`src/hw/rtl/trfd_pkg.sv`:
```
`default_nettype none

package trfd_pkg;

    // Point capacity of the job format; HW_POINTS may be 1 up to this
    localparam int POINT_SLOTS       = 2;
    localparam int HW_POINTS_DEFAULT = 2;

    // Frame-to-result queue depth
    localparam int QUEUE_DEPTH = 2;

    // Widths
    localparam int COORD_W   = 12;
    localparam int CNT_W     = $clog2(POINT_SLOTS + 1);
    localparam int IDX_W     = $clog2(POINT_SLOTS);
    localparam int CFG_IDX_W = 3;
    localparam int CFG_DAT_W = 12;

    // Frame layout and byte codes
    localparam logic [7:0] ACK_CODE    = 8'hAB;
    localparam logic [7:0] HDR_EMPTY   = 8'h00;
    localparam logic [6:0] COUNT_MASK  = 7'h7F;
    localparam int         LID_BIT     = 7;
    localparam int         BYTE_LID    = 4;
    localparam int         BYTE_COUNT  = 5;
    localparam int         BYTE_ACK    = 6;
    localparam logic [3:0] EV_IDLE     = 4'h0;
    localparam logic [3:0] EV_SKIP     = 4'h5;

    // Frame classification
    typedef enum logic [1:0] {
        ST_IDLE  = 2'd0,
        ST_DROP  = 2'd1,
        ST_VALID = 2'd2
    } status_t;

    // Configuration register map
    typedef enum logic [CFG_IDX_W-1:0] {
        REG_AXIS_X_MAX    = 3'd0,
        REG_AXIS_Y_MAX    = 3'd1,
        REG_MIRROR_X_EN   = 3'd2,
        REG_MIRROR_Y_EN   = 3'd3,
        REG_SWAP_AXES_EN  = 3'd4,
        REG_POINTS_WANTED = 3'd5
    } cfg_reg_t;

    localparam logic [1:0] POINTS_WANTED_RESET = 2'd2;

    typedef struct packed {
        logic [COORD_W-1:0] axis_x_max;
        logic [COORD_W-1:0] axis_y_max;
        logic               mirror_x_en;
        logic               mirror_y_en;
        logic               swap_axes_en;
        logic [1:0]         points_wanted;
    } cfg_t;

    // One decoded frame, kept points packed to the low slots
    typedef struct packed {
        status_t                             status;
        logic [CNT_W-1:0]                    kept;
        logic [POINT_SLOTS-1:0][COORD_W-1:0] px;
        logic [POINT_SLOTS-1:0][COORD_W-1:0] py;
    } job_t;

    // One result beat
    typedef struct packed {
        status_t            frame_status;
        logic               ack_needed;
        logic               point_valid;
        logic [COORD_W-1:0] point_x;
        logic [COORD_W-1:0] point_y;
        logic [CNT_W-1:0]   point_total;
        logic               last_of_frame;
    } beat_t;

    // Byte offset of point i within the frame
    function automatic int point_offset(input int i);
        return i * 5 + ((i == 0) ? 0 : 2);
    endfunction

    // Frame length for a given point capacity
    function automatic int frame_len(input int points);
        return points * 5 + 5;
    endfunction

endpackage

`default_nettype wire

```
`src/hw/rtl/touch_report_frame_decoder.sv`:
```
// Touch report frame decoder. Report bytes enter on the in_valid/in_ready
// channel at one beat per cycle; a frame is HW_POINTS*5+5 bytes. When the final
// byte is taken, the front end judges the whole frame in that cycle (idle, dropped
// or valid, with kept points packed) and pushes one job into a two-entry queue.
// The back end turns each job into one result beat (idle, dropped, or valid with
// no kept point) or one beat per kept point, one beat per cycle while out_ready is
// high, through a registered output stage that applies mirror and swap; the input
// stalls only on a frame's final byte while the queue holds two pending frames.
// Configuration writes are always taken and must happen while the block is idle.
`default_nettype none

module touch_report_frame_decoder #(
    parameter int HW_POINTS = trfd_pkg::HW_POINTS_DEFAULT
) (
    input  wire logic                           clk,
    input  wire logic                           rst_n,
    input  wire logic                           cfg_valid,
    output logic                                cfg_ready,
    input  wire logic [trfd_pkg::CFG_IDX_W-1:0] cfg_index,
    input  wire logic [trfd_pkg::CFG_DAT_W-1:0] cfg_data,
    input  wire logic                           in_valid,
    output logic                                in_ready,
    input  wire logic [7:0]                     report_byte,
    output logic                                out_valid,
    input  wire logic                           out_ready,
    output logic [1:0]                          frame_status,
    output logic                                ack_needed,
    output logic                                point_valid,
    output logic [11:0]                         point_x,
    output logic [11:0]                         point_y,
    output logic [1:0]                          point_total,
    output logic                                last_of_frame
);

    trfd_pkg::cfg_t  cfg;
    trfd_pkg::job_t  push_job;
    trfd_pkg::job_t  head;
    trfd_pkg::beat_t beat;
    logic            push;
    logic            pop;
    logic            queue_full;
    logic            queue_empty;

    // Configuration registers
    trfd_cfg_regs u_cfg (
        .clk       (clk),
        .rst_n     (rst_n),
        .cfg_valid (cfg_valid),
        .cfg_ready (cfg_ready),
        .cfg_index (cfg_index),
        .cfg_data  (cfg_data),
        .cfg       (cfg)
    );

    // Byte collection and frame classification
    trfd_front #(
        .HW_POINTS (HW_POINTS)
    ) u_front (
        .clk           (clk),
        .rst_n         (rst_n),
        .in_valid      (in_valid),
        .in_ready      (in_ready),
        .report_byte   (report_byte),
        .points_wanted (cfg.points_wanted),
        .queue_full    (queue_full),
        .push          (push),
        .push_job      (push_job)
    );

    // Decoded frame queue
    trfd_job_fifo #(
        .DEPTH (trfd_pkg::QUEUE_DEPTH)
    ) u_fifo (
        .clk      (clk),
        .rst_n    (rst_n),
        .push     (push),
        .push_job (push_job),
        .full     (queue_full),
        .pop      (pop),
        .head     (head),
        .empty    (queue_empty)
    );

    // Result beat generation
    trfd_back u_back (
        .clk       (clk),
        .rst_n     (rst_n),
        .cfg       (cfg),
        .head      (head),
        .empty     (queue_empty),
        .pop       (pop),
        .out_valid (out_valid),
        .out_ready (out_ready),
        .beat      (beat)
    );

    assign frame_status  = beat.frame_status;
    assign ack_needed    = beat.ack_needed;
    assign point_valid   = beat.point_valid;
    assign point_x       = beat.point_x;
    assign point_y       = beat.point_y;
    assign point_total   = beat.point_total;
    assign last_of_frame = beat.last_of_frame;

endmodule

`default_nettype wire

```
`src/hw/rtl/trfd_cfg_regs.sv`:
```
`default_nettype none

module trfd_cfg_regs (
    input  wire logic                           clk,
    input  wire logic                           rst_n,
    input  wire logic                           cfg_valid,
    output logic                                cfg_ready,
    input  wire logic [trfd_pkg::CFG_IDX_W-1:0] cfg_index,
    input  wire logic [trfd_pkg::CFG_DAT_W-1:0] cfg_data,
    output trfd_pkg::cfg_t                      cfg
);

    trfd_pkg::cfg_t cfg_reg;
    trfd_pkg::cfg_t cfg_next;

    // Writes are always taken
    assign cfg_ready = 1'b1;
    assign cfg       = cfg_reg;

    // Register write decode; unknown indexes are ignored
    always_comb
    begin
        cfg_next = cfg_reg;
        if (cfg_valid)
        begin
            unique case (trfd_pkg::cfg_reg_t'(cfg_index))
                trfd_pkg::REG_AXIS_X_MAX:    cfg_next.axis_x_max    = cfg_data;
                trfd_pkg::REG_AXIS_Y_MAX:    cfg_next.axis_y_max    = cfg_data;
                trfd_pkg::REG_MIRROR_X_EN:   cfg_next.mirror_x_en   = cfg_data[0];
                trfd_pkg::REG_MIRROR_Y_EN:   cfg_next.mirror_y_en   = cfg_data[0];
                trfd_pkg::REG_SWAP_AXES_EN:  cfg_next.swap_axes_en  = cfg_data[0];
                trfd_pkg::REG_POINTS_WANTED: cfg_next.points_wanted = cfg_data[1:0];
                default:                     cfg_next = cfg_reg;
            endcase
        end
    end

    always_ff @(posedge clk or negedge rst_n)
    begin
        if (!rst_n)
        begin
            cfg_reg <= '{axis_x_max:    '0,
                         axis_y_max:    '0,
                         mirror_x_en:   1'b0,
                         mirror_y_en:   1'b0,
                         swap_axes_en:  1'b0,
                         points_wanted: trfd_pkg::POINTS_WANTED_RESET};
        end
        else
        begin
            cfg_reg <= cfg_next;
        end
    end

endmodule

`default_nettype wire

```
`src/hw/rtl/trfd_front.sv`:
```
`default_nettype none

module trfd_front #(
    parameter int HW_POINTS = trfd_pkg::HW_POINTS_DEFAULT
) (
    input  wire logic       clk,
    input  wire logic       rst_n,
    input  wire logic       in_valid,
    output logic            in_ready,
    input  wire logic [7:0] report_byte,
    input  wire logic [1:0] points_wanted,
    input  wire logic       queue_full,
    output logic            push,
    output trfd_pkg::job_t  push_job
);

    localparam int FrameLen = trfd_pkg::frame_len(HW_POINTS);
    localparam int PosW     = $clog2(FrameLen);
    localparam logic [PosW-1:0] LastPos = PosW'(FrameLen - 1);

    logic [PosW-1:0]              byte_position_reg;
    logic [PosW-1:0]              byte_position_next;
    logic                         any_nonzero_reg;
    logic                         any_nonzero_next;
    logic [FrameLen-1:0][7:0]     frame_store_reg;
    logic [FrameLen-1:0][7:0]     view;
    logic                         at_last;
    logic                         accept;
    logic                         nonzero;
    logic                         drop;
    logic [6:0]                   num;
    logic [trfd_pkg::CNT_W-1:0]   want;
    logic [trfd_pkg::CNT_W-1:0]   cnt;
    logic [3:0]                   ev;
    logic [PosW-1:0]              off;

    assign at_last  = (byte_position_reg == LastPos);
    assign in_ready = !at_last || !queue_full;
    assign accept   = in_valid && in_ready;
    assign push     = accept && at_last;

    // Frame as seen with the incoming final byte in place
    always_comb
    begin
        for (int k = 0; k < FrameLen; k++)
        begin
            view[k] = (k == FrameLen - 1) ? report_byte : frame_store_reg[k];
        end
    end

    assign nonzero = any_nonzero_reg || (report_byte != 8'h00);
    assign drop    = (view[0] == trfd_pkg::ACK_CODE)
                  || (view[trfd_pkg::BYTE_ACK] != trfd_pkg::ACK_CODE)
                  || (view[0] == trfd_pkg::HDR_EMPTY)
                  || view[trfd_pkg::BYTE_LID][trfd_pkg::LID_BIT];
    assign num     = view[trfd_pkg::BYTE_COUNT][6:0] & trfd_pkg::COUNT_MASK;
    assign want    = (points_wanted == 2'd0) ? trfd_pkg::CNT_W'(1)
                                             : trfd_pkg::CNT_W'(points_wanted);

    // Classify the frame and pack kept points into the job
    always_comb
    begin
        push_job = '0;
        cnt      = '0;
        ev       = '0;
        off      = '0;
        priority if (!nonzero)
        begin
            push_job.status = trfd_pkg::ST_IDLE;
        end
        else if (drop)
        begin
            push_job.status = trfd_pkg::ST_DROP;
        end
        else
        begin
            push_job.status = trfd_pkg::ST_VALID;
            for (int i = 0; i < HW_POINTS; i++)
            begin
                off = PosW'(trfd_pkg::point_offset(i));
                ev  = view[off][3:0];
                if ((7'(i) < num) && (ev != trfd_pkg::EV_IDLE)
                    && (ev != trfd_pkg::EV_SKIP) && (cnt < want))
                begin
                    push_job.px[cnt[trfd_pkg::IDX_W-1:0]] =
                        {view[off + PosW'(1)], view[off + PosW'(3)][7:4]};
                    push_job.py[cnt[trfd_pkg::IDX_W-1:0]] =
                        {view[off + PosW'(2)], view[off + PosW'(3)][3:0]};
                    cnt = cnt + trfd_pkg::CNT_W'(1);
                end
            end
            push_job.kept = cnt;
        end
    end

    // Byte counter and nonzero tracking
    always_comb
    begin
        byte_position_next = byte_position_reg;
        any_nonzero_next   = any_nonzero_reg;
        if (accept)
        begin
            if (at_last)
            begin
                byte_position_next = '0;
                any_nonzero_next   = 1'b0;
            end
            else
            begin
                byte_position_next = byte_position_reg + PosW'(1);
                any_nonzero_next   = nonzero;
            end
        end
    end

    always_ff @(posedge clk or negedge rst_n)
    begin
        if (!rst_n)
        begin
            byte_position_reg <= '0;
            any_nonzero_reg   <= 1'b0;
        end
        else
        begin
            byte_position_reg <= byte_position_next;
            any_nonzero_reg   <= any_nonzero_next;
        end
    end

    // Frame store, no reset needed
    always_ff @(posedge clk)
    begin
        if (accept)
        begin
            frame_store_reg[byte_position_reg] <= report_byte;
        end
    end

endmodule

`default_nettype wire

```
`src/hw/rtl/trfd_job_fifo.sv`:
```
`default_nettype none

module trfd_job_fifo #(
    parameter int DEPTH = trfd_pkg::QUEUE_DEPTH
) (
    input  wire logic      clk,
    input  wire logic      rst_n,
    input  wire logic      push,
    input  trfd_pkg::job_t push_job,
    output logic           full,
    input  wire logic      pop,
    output trfd_pkg::job_t head,
    output logic           empty
);

    localparam int PtrW = (DEPTH > 1) ? $clog2(DEPTH) : 1;
    localparam int CntW = $clog2(DEPTH + 1);

    trfd_pkg::job_t  slot_reg [DEPTH];
    logic [PtrW-1:0] wr_ptr_reg;
    logic [PtrW-1:0] wr_ptr_next;
    logic [PtrW-1:0] rd_ptr_reg;
    logic [PtrW-1:0] rd_ptr_next;
    logic [CntW-1:0] count_reg;
    logic [CntW-1:0] count_next;

    assign full  = (count_reg == CntW'(DEPTH));
    assign empty = (count_reg == '0);
    assign head  = slot_reg[rd_ptr_reg];

    // Pointer and fill count update
    always_comb
    begin
        wr_ptr_next = wr_ptr_reg;
        rd_ptr_next = rd_ptr_reg;
        count_next  = count_reg;
        if (push)
        begin
            wr_ptr_next = (wr_ptr_reg == PtrW'(DEPTH - 1)) ? '0 : wr_ptr_reg + PtrW'(1);
        end
        if (pop)
        begin
            rd_ptr_next = (rd_ptr_reg == PtrW'(DEPTH - 1)) ? '0 : rd_ptr_reg + PtrW'(1);
        end
        if (push && !pop)
        begin
            count_next = count_reg + CntW'(1);
        end
        else if (pop && !push)
        begin
            count_next = count_reg - CntW'(1);
        end
    end

    always_ff @(posedge clk or negedge rst_n)
    begin
        if (!rst_n)
        begin
            wr_ptr_reg <= '0;
            rd_ptr_reg <= '0;
            count_reg  <= '0;
        end
        else
        begin
            wr_ptr_reg <= wr_ptr_next;
            rd_ptr_reg <= rd_ptr_next;
            count_reg  <= count_next;
        end
    end

    // Job storage
    always_ff @(posedge clk)
    begin
        if (push)
        begin
            slot_reg[wr_ptr_reg] <= push_job;
        end
    end

    // Queue must never overrun or underrun
    assert property (@(posedge clk) disable iff (!rst_n) !(push && full))
        else $error("job queue pushed while full");
    assert property (@(posedge clk) disable iff (!rst_n) !(pop && empty))
        else $error("job queue popped while empty");

endmodule

`default_nettype wire

```
`src/hw/rtl/trfd_back.sv`:
```
`default_nettype none

module trfd_back (
    input  wire logic      clk,
    input  wire logic      rst_n,
    input  trfd_pkg::cfg_t cfg,
    input  trfd_pkg::job_t head,
    input  wire logic      empty,
    output logic           pop,
    output logic           out_valid,
    input  wire logic      out_ready,
    output trfd_pkg::beat_t beat
);

    localparam int CW = trfd_pkg::COORD_W;

    logic [trfd_pkg::IDX_W-1:0] idx_reg;
    logic [trfd_pkg::IDX_W-1:0] idx_next;
    logic                       out_valid_reg;
    logic                       out_valid_next;
    trfd_pkg::beat_t            beat_reg;
    trfd_pkg::beat_t            beat_next;
    logic                       load;
    logic [CW-1:0]              raw_x;
    logic [CW-1:0]              raw_y;
    logic [CW-1:0]              mir_x;
    logic [CW-1:0]              mir_y;

    assign out_valid = out_valid_reg;
    assign beat      = beat_reg;

    // Output register takes a new beat when empty or being drained
    assign load = !empty && (!out_valid_reg || out_ready);

    // Saturating mirror, then optional swap
    assign raw_x = head.px[idx_reg];
    assign raw_y = head.py[idx_reg];

    always_comb
    begin
        mir_x = raw_x;
        mir_y = raw_y;
        if (cfg.mirror_x_en && (cfg.axis_x_max != '0))
        begin
            mir_x = (raw_x < cfg.axis_x_max) ? (cfg.axis_x_max - raw_x) : '0;
        end
        if (cfg.mirror_y_en && (cfg.axis_y_max != '0))
        begin
            mir_y = (raw_y < cfg.axis_y_max) ? (cfg.axis_y_max - raw_y) : '0;
        end
    end

    // Build the beat for the current slot of the head job
    always_comb
    begin
        beat_next              = '0;
        beat_next.frame_status = head.status;
        beat_next.ack_needed   = (head.status != trfd_pkg::ST_IDLE);
        if (head.kept == '0)
        begin
            beat_next.last_of_frame = 1'b1;
        end
        else
        begin
            beat_next.point_valid   = 1'b1;
            beat_next.point_x       = cfg.swap_axes_en ? mir_y : mir_x;
            beat_next.point_y       = cfg.swap_axes_en ? mir_x : mir_y;
            beat_next.point_total   = head.kept;
            beat_next.last_of_frame =
                ((trfd_pkg::CNT_W'(idx_reg) + trfd_pkg::CNT_W'(1)) == head.kept);
        end
    end

    assign pop = load && beat_next.last_of_frame;

    // Slot index and valid flag
    always_comb
    begin
        idx_next       = idx_reg;
        out_valid_next = out_valid_reg;
        if (load)
        begin
            idx_next       = beat_next.last_of_frame ? '0
                                                     : idx_reg + trfd_pkg::IDX_W'(1);
            out_valid_next = 1'b1;
        end
        else if (out_ready)
        begin
            out_valid_next = 1'b0;
        end
    end

    always_ff @(posedge clk or negedge rst_n)
    begin
        if (!rst_n)
        begin
            idx_reg       <= '0;
            out_valid_reg <= 1'b0;
        end
        else
        begin
            idx_reg       <= idx_next;
            out_valid_reg <= out_valid_next;
        end
    end

    // Result payload
    always_ff @(posedge clk)
    begin
        if (load)
        begin
            beat_reg <= beat_next;
        end
    end

    // A point only comes from a valid frame with a nonzero total
    assert property (@(posedge clk) disable iff (!rst_n)
        (out_valid_reg && beat_reg.point_valid) |->
            (beat_reg.frame_status == trfd_pkg::ST_VALID && beat_reg.point_total != '0))
        else $error("point beat outside a valid frame");
    // A pointless beat always closes its frame
    assert property (@(posedge clk) disable iff (!rst_n)
        (out_valid_reg && !beat_reg.point_valid) |-> beat_reg.last_of_frame)
        else $error("pointless beat not marked last");

endmodule

`default_nettype wire

```
`config.mk`:
```
export PLATFORM = sky130hd
export DESIGN_NAME = touch_report_frame_decoder
export DESIGN_NICKNAME = d
export VERILOG_FILES = /design/src/hw/rtl/trfd_pkg.sv /design/src/hw/rtl/touch_report_frame_decoder.sv /design/src/hw/rtl/trfd_cfg_regs.sv /design/src/hw/rtl/trfd_front.sv /design/src/hw/rtl/trfd_job_fifo.sv /design/src/hw/rtl/trfd_back.sv
export SDC_FILE = /design/constraint.sdc
export NUM_CORES = 1
export LEC_CHECK = 0
export ABC_AREA = 1
export BUFFER_PORTS_ARGS = -buffer_cell sky130_fd_sc_hd__buf_2
export CELL_PAD_IN_SITES_DETAIL_PLACEMENT = 1
export CELL_PAD_IN_SITES_GLOBAL_PLACEMENT = 2
export CORE_ASPECT_RATIO = 0.9
export CORE_MARGIN = 2
export CORE_UTILIZATION = 40
export DETAILED_ROUTE_END_ITERATION = 8
export PLACE_DENSITY = 0.9
export SYNTH_ARGS = -nofsm -noshare
export SYNTH_HDL_FRONTEND = slang
export SYNTH_HIERARCHICAL = 1
export SYNTH_SLANG_ARGS = --single-unit
```
`constraint.sdc`:
```
create_clock -name clk -period 4.4 [get_ports clk]
set_input_delay 1.1 -clock clk [delete_from_list [all_inputs] [get_ports clk]]
set_output_delay 1.1 -clock clk [all_outputs]
set_load 0.01 [all_outputs]
```
==> flow_metrics.env <==
export IMPL_wl_per_cell_um=18.7
export IMPL_core_area_um2=31900
export IMPL_grt_busiest_layer="met2"
export IMPL_clock_root_buffer="clkbuf_16"
export IMPL_pin_count=62
export IMPL_period_needed_ns=3.57
export IMPL_die_y_um=174
export IMPL_numClockSinks=250
export IMPL_switching_share_pct=38.8
export IMPL_cp_depth=17
export IMPL_clockPowerShare_pct=25.2
export IMPL_comb_power_share_pct=41.0
export IMPL_crit_family="simple AND/OR/NAND/NOR gates"
export IMPL_first_pass_iters=5
export IMPL_design_die_area_um2=33700
export IMPL_cp_start_kind="flip-flop"
export IMPL_critPathKind="flip-flop to flip-flop"
export IMPL_htree_levels=1
export IMPL_dp_worst_setup_slack_ns=0.855
export IMPL_syn_area_um2=12900
export IMPL_drtIter0Drc=537
export IMPL_drtAntennaViolNets=0
export IMPL_max_slew_margin_rel_pct=31.1
export IMPL_antenna_cells=0
export IMPL_crit_buf_inv=3
export IMPL_area_growth_pct=11.5
export IMPL_hpwlAfterDp_mm=25.2
export IMPL_setup_viol_count_final=0
export IMPL_reg2reg_depth=17
export IMPL_postCtsResizedCells=0
export IMPL_syn_area_per_cell_um2=9.90
export IMPL_endpoint="u_back/beat[9]"
export IMPL_initial_core_util_pct=40.5
export IMPL_use_met3_pct=3.18
export IMPL_rsz0062_at_grt="no"
export IMPL_vdd_drop_max_mv=0.353
export IMPL_required_ns=4.81
export IMPL_drive_gt1_share_pct=15.2
export IMPL_r2r_start="u_fifo/rd_ptr_reg"
export IMPL_grt_total_usage_pct=19.8
export IMPL_drc=0
export IMPL_power_share_sequential_pct=33.7
export IMPL_grt_max_degree=53
export IMPL_gr_total_overflow=0
export IMPL_tns_ns=0
export IMPL_tightest_slew_ns=1.03
export IMPL_fin_skew_ns=0.0332
export IMPL_drv_cap=0
export IMPL_io_buffer_count=60
export IMPL_power_density_nw_per_um2=659
export IMPL_cts_hold_buf=0
export IMPL_syn_inst=1304
export IMPL_nFillCells=3545
export IMPL_tritoncts="yes"
export IMPL_critPathCaptureType="flip-flop"
export IMPL_drv_slew=0
export IMPL_grt_pass1_vias=9304
export IMPL_path_cells="buf_4 > mux2_4 > nand2_1 > nand2_1 > ha_1 > inv_1 > fa_1 > nand3_1 > nand2_2 > nand3_1 > nand3_1 > inv_2 > nor2_4 > nand2_1 > nand3_1 > nand2_1 > nor2_1"
export IMPL_grtUsageMet1_pct=26.0
export IMPL_num_rows=62
export IMPL_fin_crit_sh_pct=81.1
export IMPL_crit_path_top_delay_cell="dfrtp_2"
export IMPL_die_w_um=193
export IMPL_grt_pass1_wl_mm=52.1
export IMPL_yosysWarningCount=6
export IMPL_clock_latency_ns=0.57
export IMPL_syn_nets=1362
export IMPL_multiInputGateArea_um2=4720
export IMPL_slowest_delay_ns=0.67
export IMPL_path_clk_slew_ns=0.06
export IMPL_postCtsSetupBuffers=0
export IMPL_path_max_fanout=17
export IMPL_nets=1411
export IMPL_largest_reg_flops=104
export IMPL_p_sw_mw=3.68
export IMPL_r2r_end="u_back/beat[9]"
export IMPL_power_leakage_nw=6.36
export IMPL_startpoint="u_fifo/rd_ptr_reg"
export IMPL_status="finished, final reports clean"
export IMPL_clk_path_buf_depth=3
export IMPL_fmax_mhz=280
export IMPL_intPower_mw=5.80
export IMPL_via_per_inst=4.98
export IMPL_grtUsageMet2_pct=33.8
export IMPL_antenna_found_initial=0
export IMPL_register_area_um2=7310
export IMPL_cts_buffers_inserted=28
export IMPL_min_path_type="flip-flop to flip-flop"
export IMPL_fin_ws_ns=0.831
export IMPL_arrival_ns=3.97
export IMPL_whs_ns=0.503
export IMPL_vias=8921
export IMPL_gp_congestion=0.870
export IMPL_rrSetupSlack_ns=0.83
export IMPL_routed_wl_mm=33.4
export IMPL_hold_viol=0
-- worst min-delay path: stages, from the launching register on --
cell,delay [ns]
dfrtp_1,0.35
nand2_1,0.06
o21ai_0,0.06
-- routing by layer --
metal / vias to the layer above / part of all wire [%]
met5: - / 0
met4: 0 / 2.5
met3: 44 / 3.9
met2: 177 / 48
met1: 4305 / 46
li1: 4395 / -
-- worst min path at each step --
stage / from / endpoint / slack (ns) / depth (start not counted)
3_3_place_gp: u_front/any_nonzero_reg / u_front/any_nonzero_reg / 0.47 / 2
5_1_grt: u_fifo/count_reg[1] / u_fifo/count_reg[1] / 0.54 / 2
3_5_place_dp: u_front/any_nonzero_reg / u_front/any_nonzero_reg / 0.48 / 2
2_1_floorplan: u_cfg/cfg[2] / u_cfg/cfg[2] / 0.44 / 2
4_1_cts: u_front/any_nonzero_reg / u_front/any_nonzero_reg / 0.50 / 2
6_report: u_front/any_nonzero_reg / u_front/any_nonzero_reg / 0.50 / 2
-- power by group through the flow --
stage	sequential (mW)	clock, mW	combinational (mW)
floorplan	3.21	0	2.80
global placement	3.23	0	3.79
detailed placement	3.25	0	3.87
CTS	3.20	2.45	3.90
global route	3.23	2.52	4.29
finish	3.20	2.39	3.89
-- through the flow --
stage / util (%) / instance area, um^2 / std cells / power, mW
after floorplan: - / 12900 / 1304 / 6.01
after global placement: 42.1 / 13400 / 1739 / 7.02
after global routing: 45.1 / 14400 / 1791 / 10.0
final: 45.1 / 14400 / 1791 / 9.48
after CTS: 45.1 / 14400 / 1791 / 9.55
after detailed placement: 42.1 / 13400 / 1739 / 7.12
-- final cells by class --
type | count | area share [%]
sequential | 250 | 50.8
multi-input combinational | 869 | 32.8
clock buffer | 32 | 5.04
tap | 416 | 3.62
inverter | 136 | 3.56
timing repair buffer | 68 | 2.50
clock inverter | 20 | 1.63
-- cell usage in the layout (no fill, tap or decap), types with 3 or more instances in the layout --
master,instances
nand2_1,385
edfxtp_1,211
nor2_1,164
inv_1,125
nand3_1,84
buf_2,60
mux2_4,49
dfrtp_1,37
nand4_1,32
clkbuf_16,28
ha_1,28
or2_2,18
a21oi_1,17
o21ai_0,16
mux2i_1,11
o211ai_1,11
inv_2,10
clkinv_1,9
xor2_1,9
buf_4,8
nor2_4,7
or2_1,6
nand2_2,5
bufinv_16,4
clkbuf_1,3
xnor2_1,3
nor3_1,3
mux2_2,3
Power figures use the tool's default switching activity.
